**src/tapid_pkg.sv**
```systemverilog
// Shared widths, codes, state and command types for the two-axis PID regulator.
package tapid_pkg;

  // Field and datapath widths
  localparam int unsigned ANGLE_W    = 16;  // Q3.12 angle
  localparam int unsigned ERR_W      = 17;  // target minus measured
  localparam int unsigned DIFF_W     = 18;  // error minus last error
  localparam int unsigned STEP_W     = 16;  // Q0.16 step time
  localparam int unsigned GAIN_W     = 16;  // Q8.8 gain
  localparam int unsigned LIMIT_W    = 15;  // integral limit
  localparam int unsigned INTEG_W    = 16;  // integral accumulator
  localparam int unsigned IPROD_W    = 34;  // error times step
  localparam int unsigned IINC_W     = 18;  // rounded integral increment
  localparam int unsigned ISUM_W     = 19;  // integral before clamp
  localparam int unsigned DIV_NUM_W  = 33;  // |diff| << 16
  localparam int unsigned DERIV_W    = 34;  // signed derivative
  localparam int unsigned OPND_W     = 18;  // multiplier data operand
  localparam int unsigned MPROD_W    = 35;  // gain times operand
  localparam int unsigned ACC_W      = 52;  // Q.20 sum
  localparam int unsigned DHI_SHIFT  = 17;  // weight of derivative upper half
  localparam int unsigned FRAC_DROP  = 8;   // Q.20 to Q.12
  localparam int unsigned DRIVE_W    = 32;
  localparam int unsigned CFG_DATA_W = 16;
  localparam int unsigned CNT_W      = 6;

  // Sequencing counts
  localparam int unsigned DIV_STEPS = DIV_NUM_W;
  localparam int unsigned NUM_TERMS = 4;

  // Register indexes; targets follow from CFG_TARGET_BASE, the limit after them
  localparam int unsigned CFG_GAIN_PROP   = 0;
  localparam int unsigned CFG_GAIN_INTEG  = 1;
  localparam int unsigned CFG_GAIN_DERIV  = 2;
  localparam int unsigned CFG_TARGET_BASE = 3;

  localparam logic [LIMIT_W-1:0] LIMIT_RESET = 15'd410;  // 0.1 in Q3.12

  typedef enum logic [2:0] {
    ST_IDLE,
    ST_PREP,
    ST_INTEG,
    ST_DIV,
    ST_MUL,
    ST_SUM,
    ST_DONE
  } state_e;

  // Products summed into the drive, one per multiply cycle
  typedef enum logic [1:0] {
    TERM_P,
    TERM_I,
    TERM_DLO,
    TERM_DHI
  } term_e;

  typedef struct packed {
    logic  load;      // capture input item
    logic  prep;      // error product, divider start, clear sum
    logic  integ;     // integral update and clamp
    logic  div_step;  // one quotient bit
    logic  mul_en;    // multiply selected term
    term_e term;
    logic  d_load;    // register signed derivative
    logic  acc_add;   // add last product into sum
    logic  out_load;  // round, saturate, load result
  } cmd_t;

endpackage

```
**src/two_axis_pid_antiwindup.sv**
```systemverilog
// Top level of the two-axis PID regulator with integral clamp.
//
// Input stream (s_axis): one item per control step with the measured angle of
// each axis (signed Q3.12) and the step time (unsigned Q0.16 s). Output stream
// (m_axis): one item per input with the saturated 32-bit drive of each axis.
// Gains, targets and the integral limit are written through the cfg port; the
// user must write them only while the block is idle, which it does not enforce.
// Writes take effect at once. Each item passes in turn through capture, the
// error product, the integral update, the one-bit-per-cycle derivative divider
// and four multiplies through one multiplier per axis, then the final sum and
// the output load; the block accepts the next item only after that.
// The result sits in an output register: a new item is accepted while it
// waits; if the receiver still stalls when the next result is ready, the
// block holds in its final step until the register is free.
// Reset clears integrals and last errors, loads gains and targets with zero
// and the limit with 0.1; no clearing pass is needed.
module two_axis_pid_antiwindup #(
  parameter int unsigned AXES = 2,
  localparam int unsigned CFG_IDX_W = $clog2(AXES + 4),
  localparam int unsigned IN_W      = (AXES + 1) * tapid_pkg::ANGLE_W,
  localparam int unsigned OUT_W     = AXES * tapid_pkg::DRIVE_W
) (
  input  logic                              clk_i,
  input  logic                              rst_ni,
  input  logic                              s_axis_tvalid,
  output logic                              s_axis_tready,
  // meas_roll, meas_pitch (one per axis), step_time
  input  logic [IN_W-1:0]                   s_axis_tdata,
  output logic                              m_axis_tvalid,
  input  logic                              m_axis_tready,
  // drive_roll, drive_pitch (one per axis)
  output logic [OUT_W-1:0]                  m_axis_tdata,
  input  logic                              cfg_we_i,
  input  logic [CFG_IDX_W-1:0]              cfg_idx_i,
  input  logic [tapid_pkg::CFG_DATA_W-1:0]  cfg_wdata_i
);
  import tapid_pkg::*;

  cmd_t cmd;

  tapid_ctrl u_ctrl (
    .clk_i       (clk_i),
    .rst_ni      (rst_ni),
    .in_valid_i  (s_axis_tvalid),
    .in_ready_o  (s_axis_tready),
    .out_valid_o (m_axis_tvalid),
    .out_ready_i (m_axis_tready),
    .cmd_o       (cmd)
  );

  tapid_dp #(
    .AXES (AXES)
  ) u_dp (
    .clk_i       (clk_i),
    .rst_ni      (rst_ni),
    .cmd_i       (cmd),
    .cfg_we_i    (cfg_we_i),
    .cfg_idx_i   (cfg_idx_i),
    .cfg_wdata_i (cfg_wdata_i),
    .in_data_i   (s_axis_tdata),
    .out_data_o  (m_axis_tdata)
  );

endmodule

```
**src/tapid_div.sv**
```systemverilog
// Restoring divider, one quotient bit per cycle, for the derivative magnitude.
module tapid_div (
  input  logic                             clk_i,
  input  logic                             init_i,
  input  logic                             step_i,
  input  logic [tapid_pkg::DIV_NUM_W-1:0]  num_i,
  input  logic [tapid_pkg::STEP_W-1:0]     den_i,
  output logic [tapid_pkg::DIV_NUM_W-1:0]  quo_o
);
  import tapid_pkg::*;

  logic [STEP_W-1:0]    rem_q;
  logic [DIV_NUM_W-1:0] quo_q;
  logic [STEP_W-1:0]    den_q;
  logic [STEP_W:0]      trial;
  logic [STEP_W:0]      trial_sub;
  logic                 fits;
  logic [STEP_W-1:0]    rem_nxt;

  // Shift in the next numerator bit and try the subtract
  assign trial     = {rem_q, quo_q[DIV_NUM_W-1]};
  assign trial_sub = trial - {1'b0, den_q};
  assign fits      = (trial >= {1'b0, den_q});
  assign rem_nxt   = fits ? trial_sub[STEP_W-1:0] : trial[STEP_W-1:0];

  // Numerator bits leave the top as quotient bits enter the bottom
  always_ff @(posedge clk_i) begin
    if (init_i) begin
      rem_q <= '0;
      quo_q <= num_i;
      den_q <= den_i;
    end else if (step_i) begin
      rem_q <= rem_nxt;
      quo_q <= {quo_q[DIV_NUM_W-2:0], fits};
    end
  end

  assign quo_o = quo_q;

endmodule

```
**src/tapid_dp.sv**
```systemverilog
// Datapath: configuration registers, per-axis error, integral, divider and MAC lanes.
module tapid_dp #(
  parameter int unsigned AXES = 2,
  localparam int unsigned CFG_IDX_W = $clog2(AXES + 4),
  localparam int unsigned IN_W      = (AXES + 1) * tapid_pkg::ANGLE_W,
  localparam int unsigned OUT_W     = AXES * tapid_pkg::DRIVE_W
) (
  input  logic                              clk_i,
  input  logic                              rst_ni,
  input  tapid_pkg::cmd_t                   cmd_i,
  input  logic                              cfg_we_i,
  input  logic [CFG_IDX_W-1:0]              cfg_idx_i,
  input  logic [tapid_pkg::CFG_DATA_W-1:0]  cfg_wdata_i,
  input  logic [IN_W-1:0]                   in_data_i,
  output logic [OUT_W-1:0]                  out_data_o
);
  import tapid_pkg::*;

  localparam int unsigned LIMIT_IDX = CFG_TARGET_BASE + AXES;

  logic [GAIN_W-1:0]  gain_p_q, gain_i_q, gain_d_q;
  logic [ANGLE_W-1:0] target_q [AXES];
  logic [LIMIT_W-1:0] limit_q;
  logic [STEP_W-1:0]  step_q;
  logic               zstep_q;
  logic [GAIN_W-1:0]  gain_sel;
  logic               mshift_q;

  // Configuration registers
  always_ff @(posedge clk_i or negedge rst_ni) begin
    if (!rst_ni) begin
      gain_p_q <= '0;
      gain_i_q <= '0;
      gain_d_q <= '0;
      limit_q  <= LIMIT_RESET;
      for (int i = 0; i < AXES; i++) begin
        target_q[i] <= '0;
      end
    end else if (cfg_we_i) begin
      if (cfg_idx_i == CFG_IDX_W'(CFG_GAIN_PROP)) begin
        gain_p_q <= cfg_wdata_i[GAIN_W-1:0];
      end
      if (cfg_idx_i == CFG_IDX_W'(CFG_GAIN_INTEG)) begin
        gain_i_q <= cfg_wdata_i[GAIN_W-1:0];
      end
      if (cfg_idx_i == CFG_IDX_W'(CFG_GAIN_DERIV)) begin
        gain_d_q <= cfg_wdata_i[GAIN_W-1:0];
      end
      for (int i = 0; i < AXES; i++) begin
        if (cfg_idx_i == CFG_IDX_W'(CFG_TARGET_BASE + i)) begin
          target_q[i] <= cfg_wdata_i[ANGLE_W-1:0];
        end
      end
      if (cfg_idx_i == CFG_IDX_W'(LIMIT_IDX)) begin
        limit_q <= cfg_wdata_i[LIMIT_W-1:0];
      end
    end
  end

  // Step time, shared by all axes
  always_ff @(posedge clk_i) begin
    if (cmd_i.load) begin
      step_q <= in_data_i[AXES*ANGLE_W +: STEP_W];
    end
    if (cmd_i.prep) begin
      zstep_q <= (step_q == '0);
    end
  end

  // Gain for the term being multiplied
  always_comb begin
    case (cmd_i.term)
      TERM_P:  gain_sel = gain_p_q;
      TERM_I:  gain_sel = gain_i_q;
      default: gain_sel = gain_d_q;
    endcase
  end

  always_ff @(posedge clk_i) begin
    if (cmd_i.mul_en) begin
      mshift_q <= (cmd_i.term == TERM_DHI);
    end
  end

  // One lane per axis
  for (genvar a = 0; a < AXES; a++) begin : g_lane
    logic [ANGLE_W-1:0]        meas;
    logic [ERR_W-1:0]          e_d;
    logic signed [ERR_W-1:0]   e_q;
    logic signed [ERR_W-1:0]   prev_q;
    logic signed [INTEG_W-1:0] integ_q;
    logic signed [IPROD_W-1:0] iprod_q;
    logic signed [IPROD_W-1:0] iprod_rnd;
    logic signed [IINC_W-1:0]  iinc;
    logic signed [ISUM_W-1:0]  isum;
    logic signed [ISUM_W-1:0]  lim_pos;
    logic signed [ISUM_W-1:0]  lim_neg;
    logic signed [ISUM_W-1:0]  iclamp;
    logic signed [DIFF_W-1:0]  diff;
    logic [DIFF_W-1:0]         diff_mag;
    logic [DIV_NUM_W-1:0]      div_num;
    logic [DIV_NUM_W-1:0]      quo;
    logic                      neg_q;
    logic signed [DERIV_W-1:0] d_mag;
    logic signed [DERIV_W-1:0] d_d;
    logic signed [DERIV_W-1:0] d_q;
    logic signed [OPND_W-1:0]  opnd;
    logic signed [GAIN_W:0]    gain_s;
    logic signed [MPROD_W-1:0] mprod_d;
    logic signed [MPROD_W-1:0] mprod_q;
    logic signed [ACC_W-1:0]   addend;
    logic signed [ACC_W-1:0]   acc_q;
    logic signed [ACC_W-1:0]   acc_rnd;
    logic [ACC_W-FRAC_DROP-1:0] acc_sh;
    logic                      ovf;
    logic [DRIVE_W-1:0]        drive_d;
    logic [DRIVE_W-1:0]        drive_q;

    // Error, exact in 17 bits
    assign meas = in_data_i[a*ANGLE_W +: ANGLE_W];
    assign e_d  = {target_q[a][ANGLE_W-1], target_q[a]} - {meas[ANGLE_W-1], meas};

    // Derivative numerator as sign and magnitude
    assign diff     = {e_q[ERR_W-1], e_q} - {prev_q[ERR_W-1], prev_q};
    assign diff_mag = diff[DIFF_W-1] ? -diff : diff;
    assign div_num  = {diff_mag[ERR_W-1:0], {STEP_W{1'b0}}};

    always_ff @(posedge clk_i) begin
      if (cmd_i.load) begin
        e_q <= $signed(e_d);
      end
      if (cmd_i.prep) begin
        iprod_q <= IPROD_W'(e_q) * $signed(IPROD_W'(step_q));
        neg_q   <= diff[DIFF_W-1];
      end
    end

    // Persistent per-axis state
    always_ff @(posedge clk_i or negedge rst_ni) begin
      if (!rst_ni) begin
        prev_q  <= '0;
        integ_q <= '0;
      end else begin
        if (cmd_i.prep) begin
          prev_q <= e_q;
        end
        if (cmd_i.integ) begin
          integ_q <= iclamp[INTEG_W-1:0];
        end
      end
    end

    // Integral: round error*step to Q3.12, add, clamp to +/- limit
    assign iprod_rnd = iprod_q + IPROD_W'(32768);
    assign iinc      = iprod_rnd[IPROD_W-1:STEP_W];
    assign isum      = {{(ISUM_W-INTEG_W){integ_q[INTEG_W-1]}}, integ_q}
                     + {{(ISUM_W-IINC_W){iinc[IINC_W-1]}}, iinc};
    assign lim_pos   = $signed({{(ISUM_W-LIMIT_W){1'b0}}, limit_q});
    assign lim_neg   = -lim_pos;

    always_comb begin
      if (isum > lim_pos) begin
        iclamp = lim_pos;
      end else if (isum < lim_neg) begin
        iclamp = lim_neg;
      end else begin
        iclamp = isum;
      end
    end

    tapid_div u_div (
      .clk_i  (clk_i),
      .init_i (cmd_i.prep),
      .step_i (cmd_i.div_step),
      .num_i  (div_num),
      .den_i  (step_q),
      .quo_o  (quo)
    );

    // Signed derivative, zero for a zero step
    assign d_mag = $signed({1'b0, quo});
    always_comb begin
      if (zstep_q) begin
        d_d = '0;
      end else if (neg_q) begin
        d_d = -d_mag;
      end else begin
        d_d = d_mag;
      end
    end

    always_ff @(posedge clk_i) begin
      if (cmd_i.d_load) begin
        d_q <= d_d;
      end
    end

    // Operand for the term; the derivative goes in two halves
    always_comb begin
      case (cmd_i.term)
        TERM_P:   opnd = {e_q[ERR_W-1], e_q};
        TERM_I:   opnd = {{(OPND_W-INTEG_W){integ_q[INTEG_W-1]}}, integ_q};
        TERM_DLO: opnd = $signed({1'b0, d_q[DHI_SHIFT-1:0]});
        TERM_DHI: opnd = {d_q[DERIV_W-1], d_q[DERIV_W-1:DHI_SHIFT]};
        default:  opnd = '0;
      endcase
    end

    assign gain_s  = $signed({1'b0, gain_sel});
    assign mprod_d = MPROD_W'(opnd) * MPROD_W'(gain_s);

    always_ff @(posedge clk_i) begin
      if (cmd_i.mul_en) begin
        mprod_q <= mprod_d;
      end
    end

    // Accumulate the Q.20 sum
    assign addend = mshift_q ? {mprod_q, {DHI_SHIFT{1'b0}}}
                             : {{(ACC_W-MPROD_W){mprod_q[MPROD_W-1]}}, mprod_q};

    always_ff @(posedge clk_i) begin
      if (cmd_i.prep) begin
        acc_q <= '0;
      end else if (cmd_i.acc_add) begin
        acc_q <= acc_q + addend;
      end
    end

    // Round to Q.12 and saturate to 32 bits
    assign acc_rnd = acc_q + ACC_W'(128);
    assign acc_sh  = acc_rnd[ACC_W-1:FRAC_DROP];
    assign ovf     = (acc_sh[ACC_W-FRAC_DROP-1:DRIVE_W-1] != '0)
                  && (acc_sh[ACC_W-FRAC_DROP-1:DRIVE_W-1] != '1);

    always_comb begin
      if (!ovf) begin
        drive_d = acc_sh[DRIVE_W-1:0];
      end else if (acc_sh[ACC_W-FRAC_DROP-1]) begin
        drive_d = {1'b1, {(DRIVE_W-1){1'b0}}};
      end else begin
        drive_d = {1'b0, {(DRIVE_W-1){1'b1}}};
      end
    end

    always_ff @(posedge clk_i) begin
      if (cmd_i.out_load) begin
        drive_q <= drive_d;
      end
    end

    assign out_data_o[a*DRIVE_W +: DRIVE_W] = drive_q;
  end

endmodule

```
**src/tapid_ctrl.sv**
```systemverilog
// Controller: sequences capture, integral, divide, multiply-accumulate and output.
module tapid_ctrl (
  input  logic            clk_i,
  input  logic            rst_ni,
  input  logic            in_valid_i,
  output logic            in_ready_o,
  output logic            out_valid_o,
  input  logic            out_ready_i,
  output tapid_pkg::cmd_t cmd_o
);
  import tapid_pkg::*;

  state_e           state_q, state_d;
  logic [CNT_W-1:0] cnt_q, cnt_d;
  logic             ov_q, ov_d;
  logic             slot_free;

  assign slot_free = !ov_q || out_ready_i;

  // Next state and step counter
  always_comb begin
    state_d = state_q;
    cnt_d   = cnt_q;
    unique case (state_q)
      ST_IDLE: begin
        if (in_valid_i) begin
          state_d = ST_PREP;
        end
      end
      ST_PREP: begin
        state_d = ST_INTEG;
      end
      ST_INTEG: begin
        state_d = ST_DIV;
        cnt_d   = '0;
      end
      ST_DIV: begin
        if (cnt_q == CNT_W'(DIV_STEPS - 1)) begin
          state_d = ST_MUL;
          cnt_d   = '0;
        end else begin
          cnt_d = cnt_q + CNT_W'(1);
        end
      end
      ST_MUL: begin
        if (cnt_q == CNT_W'(NUM_TERMS - 1)) begin
          state_d = ST_SUM;
        end else begin
          cnt_d = cnt_q + CNT_W'(1);
        end
      end
      ST_SUM: begin
        state_d = ST_DONE;
      end
      ST_DONE: begin
        if (slot_free) begin
          state_d = ST_IDLE;
        end
      end
      default: begin
        state_d = ST_IDLE;
      end
    endcase
  end

  // Datapath commands and input handshake
  always_comb begin
    cmd_o      = '0;
    in_ready_o = 1'b0;
    unique case (state_q)
      ST_IDLE: begin
        in_ready_o = 1'b1;
        cmd_o.load = in_valid_i;
      end
      ST_PREP:  cmd_o.prep     = 1'b1;
      ST_INTEG: cmd_o.integ    = 1'b1;
      ST_DIV:   cmd_o.div_step = 1'b1;
      ST_MUL: begin
        cmd_o.mul_en  = 1'b1;
        cmd_o.term    = term_e'(cnt_q[1:0]);
        cmd_o.d_load  = (cnt_q == '0);
        cmd_o.acc_add = (cnt_q != '0);
      end
      ST_SUM:  cmd_o.acc_add  = 1'b1;
      ST_DONE: cmd_o.out_load = slot_free;
      default: cmd_o = '0;
    endcase
  end

  // Result register occupancy
  always_comb begin
    if (cmd_o.out_load) begin
      ov_d = 1'b1;
    end else if (out_ready_i) begin
      ov_d = 1'b0;
    end else begin
      ov_d = ov_q;
    end
  end

  always_ff @(posedge clk_i or negedge rst_ni) begin
    if (!rst_ni) begin
      state_q <= ST_IDLE;
      cnt_q   <= '0;
      ov_q    <= 1'b0;
    end else begin
      state_q <= state_d;
      cnt_q   <= cnt_d;
      ov_q    <= ov_d;
    end
  end

  assign out_valid_o = ov_q;

`ifndef SYNTH
  // Accepted item starts the sequence
  a_accept_starts: assert property (@(posedge clk_i) disable iff (!rst_ni)
    (state_q == ST_IDLE && in_valid_i) |=> (state_q == ST_PREP))
    else $error("accepted item did not start processing");

  // Divider runs its full bit count before the multiplies
  a_div_len: assert property (@(posedge clk_i) disable iff (!rst_ni)
    (state_q == ST_DIV && cnt_q == CNT_W'(DIV_STEPS - 1)) |=> (state_q == ST_MUL))
    else $error("divide sequence length wrong");

  // A waiting result is never overwritten
  a_no_overwrite: assert property (@(posedge clk_i) disable iff (!rst_ni)
    cmd_o.out_load |-> (!ov_q || out_ready_i))
    else $error("result overwritten while stalled");

  // A new result appears only out of the done state
  a_result_src: assert property (@(posedge clk_i) disable iff (!rst_ni)
    $rose(ov_q) |-> $past(state_q == ST_DONE))
    else $error("result valid without finished item");
`endif

endmodule
```
**config.mk**
```make
export PLATFORM = sky130hd
export DESIGN_NAME = two_axis_pid_antiwindup
export DESIGN_NICKNAME = d
export VERILOG_FILES = /design/src/tapid_pkg.sv /design/src/two_axis_pid_antiwindup.sv /design/src/tapid_div.sv /design/src/tapid_dp.sv /design/src/tapid_ctrl.sv
export SDC_FILE = /design/constraint.sdc
export NUM_CORES = 2
export LEC_CHECK = 0
export ABC_AREA = 1
export BUFFER_PORTS_ARGS = -buffer_cell sky130_fd_sc_hd__buf_2
export CAP_MARGIN = 20
export CORE_MARGIN = 3
export CORE_UTILIZATION = 37
export CTS_CLUSTER_SIZE = 20
export DETAILED_ROUTE_END_ITERATION = 8
export GPL_TIMING_DRIVEN = 0
export SLEW_MARGIN = 20
export SYNTH_ARGS = -nofsm -noshare
export SYNTH_HDL_FRONTEND = slang
export SYNTH_SLANG_ARGS = --single-unit
export TNS_END_PERCENT = 30
```
**constraint.sdc**
```tcl
create_clock -name clk_i -period 16 [get_ports clk_i]
set_clock_uncertainty 0.05 [all_clocks]
set_input_delay 1.6 -clock clk_i [delete_from_list [all_inputs] [get_ports clk_i]]
set_output_delay 1.6 -clock clk_i [all_outputs]
set_load 0.1 [all_outputs]
```
==> flow_summary.json <==
{
  "fin_crit_ns": 9.05,
  "dp_cells": 15500,
  "whs_path_depth": 0,
  "syn_to_final_growth_pct": 9.31,
  "drv_cap": 0,
  "drive_gt1_share_pct": 4.79,
  "start_kind": "register",
  "vias": 79400,
  "cp.depth": 31,
  "grt_pass1_wl_um": 482000,
  "drt_wl_total_um": 319000,
  "fin_nets": 14200,
  "synth_edf_count": 344,
  "end_kind": "register",
  "wl_met1_um": 139000,
  "cts_hold_buf": 0,
  "period_share_pct": 56.6,
  "cp_common_cell": "fa_1",
  "clk_latency_ns": 0.75,
  "slew_viol_final": 0,
  "dr.pass1.iters": 6,
  "critPathBufInv": 8,
  "cp_max_fo": 19,
  "gp_congestion": 0.979,
  "clk_path_buf_depth": 3,
  "vias_per_cell": 5.05,
  "grt_pass1_vias": 78400,
  "ys_seq_area_share_pct": 19.6,
  "ant_nets": 0,
  "crit_type": "reg -> reg",
  "coreArea_mm2": 0.247,
  "cts_htree_levels": 3,
  "max-slew-margin-rel_pct": 15.6,
  "wl_met2_um": 144000,
  "cts_made_buffers": 90,
  "min_path_type": "reg -> reg",
  "fp.dieH_um": 504,
  "post_cts_buffers": 0,
  "netlist_instances": 12100,
  "yosysWarningCount": 0,
  "antenna_found_initial": 23,
  "hold_viol_final": 0,
  "cpLargestDelayFamily": "adder cells",
  "routed-wl-met3_um": 21300,
  "slowest_stage": "fa_1",
  "tns_ns": 0,
  "final_util_pct": 40.7,
  "crit_arrival_ns": 9.51,
  "ios": 138,
  "cpPeakStageDelay_ns": 0.88,
  "synth_flop_cell": "edfxtp_1",
  "ctsResizeCount": 0,
  "dp_slack_ns": 7.09,
  "cts_tree": "yes",
  "most-common-layout-cells": "nand2_1, inv_1, fa_1",
  "dieArea_mm2": 0.254,
  "root_buffer": "clkbuf_16",
  "clk_transition_reported_paths_ns": 0.06,
  "die_width_um": 504,
  "synth_area_mm2": 0.0919,
  "grt_max_degree": 89,
  "top_layer": "met5",
  "final_cells": 15700,
  "layout_commonest_cell": "nand2_1",
  "port_buffers": 137,
  "syn_nets": 14000,
  "rsz0062_at_grt": "no",
  "status": "finished, final reports clean",
  "rows": 182,
  "track_usage_pct": 24.9,
  "syn_avg_cell_area_um2": 7.61,
  "yosys.cell_types.count": 68,
  "cp_data_required_time_ns": 16.45,
  "hpwl_um": 269000,
  "max_freq_ghz": 0.110,
  "synth_seq_cells": 683,
  "worst-r2r-cell-count": 31,
  "post-route-drc-count": 0,
  "finalSetupViolCount": 0,
  "worst_slack_ns": 6.95,
  "wl_per_cell_um": 20.3,
  "numClockSinks": 683,
  "drt-initial-drc-count": 6746,
  "tightestPinTransition_ns": 1.27,
  "synth-async-reset-ratio_pct": 25.0,
  "start_util_pct": 37.3,
  "grt_overflow": 0
}
-- registers in the layout, summed over array words and instances (netlist names), 32 cells and up --
name and flops:
u_dp.g_lane.prev_q 34, u_dp.g_lane.mprod_q 70, u_dp.g_lane.drive_q 64, u_dp.g_lane.e_q 34
u_dp.g_lane.u_div.rem_q 32, u_dp.g_lane.integ_q 32, u_dp.g_lane.u_div.quo_o 66, u_dp.g_lane.iprod_q 38
u_dp.g_lane.acc_q 104, u_dp.target_q 32, u_dp.g_lane.d_q 68
-- worst reg2reg max path: cells and delay by family (launching register included) --
| family | cells | cell delay (ns) |
|---|---|---|
| fa+ha+maj | 7 | 3.94 |
| simple gates | 13 | 2.52 |
| buf+inv | 8 | 1.17 |
| flops | 1 | 0.46 |
| xor+xnor | 1 | 0.35 |
| compound gates | 2 | 0.33 |
-- synth_stat cells (all sizes together) (3+ instances only) --
| cell type | count | share of area [%] |
|---|---|---|
| and3 | 7 | 0.048 |
| o22ai | 49 | 0.35 |
| a21o | 37 | 0.30 |
| nor4 | 34 | 0.23 |
| o211ai | 24 | 0.20 |
| nor2 | 990 | 4.1 |
| a21boi | 20 | 0.16 |
| nor3 | 179 | 1.0 |
| a22oi | 14 | 0.11 |
| a31oi | 52 | 0.35 |
| o2111ai | 3 | 0.029 |
| nand2 | 2730 | 11 |
| a221oi | 4 | 0.038 |
| dfstp | 5 | 0.14 |
| a21oi | 587 | 3.2 |
| nand3b | 11 | 0.090 |
| o22a | 12 | 0.11 |
| xor2 | 274 | 2.6 |
| a31o | 8 | 0.076 |
| fa | 1150 | 25 |
| a211oi | 13 | 0.11 |
| o31ai | 3 | 0.024 |
| nand3 | 379 | 2.1 |
| clkbuf | 246 | 1.0 |
| buf | 127 | 0.87 |
| xnor2 | 111 | 1.1 |
| and2 | 8 | 0.054 |
| dfrtp | 166 | 4.5 |
| o21ai | 726 | 4.0 |
| nand4 | 121 | 0.83 |
| dfxtp | 168 | 3.7 |
| edfxtp | 344 | 11 |
| nor3b | 3 | 0.030 |
| o21bai | 49 | 0.40 |
| clkinv | 4 | 0.016 |
| o21a | 39 | 0.32 |
| ha | 661 | 9.0 |
| inv | 2686 | 11 |
| or2 | 26 | 0.18 |
-- routing by layer --
layer,track usage (%),vias up
li1,-,37800
met1,33.7,38400
met2,40.0,2691
met3,3.42,546
met4,10.1,4
met5,0,-
-- worst paths after layout --
path	startpoint	to	slack, ns
worst max register to register	u_ctrl.state_q[2]$_DFFE_PN0P_	u_dp.g_lane[1].mprod_q[33]$_DFFE_PN_	6.95
worst min-delay path	u_dp.step_q[7]$_DFFE_PP_	u_dp.g_lane[0].u_div.den_q[7]$_DFFE_PP_	0.39
min in group asynchronous	rst_ni	u_dp.target_q[19]$_DFFE_PN0P_	0.67
worst max-delay path	u_ctrl.state_q[2]$_DFFE_PN0P_	u_dp.g_lane[1].mprod_q[33]$_DFFE_PN_	6.95
max in group asynchronous	rst_ni	u_dp.gain_d_q[1]$_DFFE_PN0P_	14.47
worst min register to register	u_dp.step_q[7]$_DFFE_PP_	u_dp.g_lane[0].u_div.den_q[7]$_DFFE_PP_	0.39
-- cell type report --
type / instances / area, um2
antenna: 6 / 15.0
buffer: 373 / 1740
clock buffer: 115 / 2500
clock inverter: 55 / 823
fill: 25700 / 146000
inverter: 2690 / 10100
multi-input combinational: 8336 / 62100
sequential: 683 / 18000
tap: 3312 / 4140
timing repair buffer: 151 / 1020
-- metrics by stage --
stage | cell area, um2 | hold slack (ns)
after detailed placement | 97100 | 0.385
after global routing | 100000 | 0.415
after global placement | 96800 | 0.383
final | 100000 | 0.394
after CTS | 100000 | 0.395
after floorplan | 91900 | 0.374
-- logic make-up (layout without fill, tap and decap cells) --
logic type	after synthesis	in the layout	synth area share (%)
AOI/OAI and AO/OA	1649	1649	9.91
xor gates and xnor gates	385	385	3.69
adders and majority gates	1811	1811	34.0
buffers and inverters	3063	3384	12.9
DFF	683	683	19.6
other	0	6	0
and+or+nand+nor	4491	4491	19.9
Power is not shown: default switching activity piles up to over one toggle a cycle in this logic, so the estimate is an artifact.
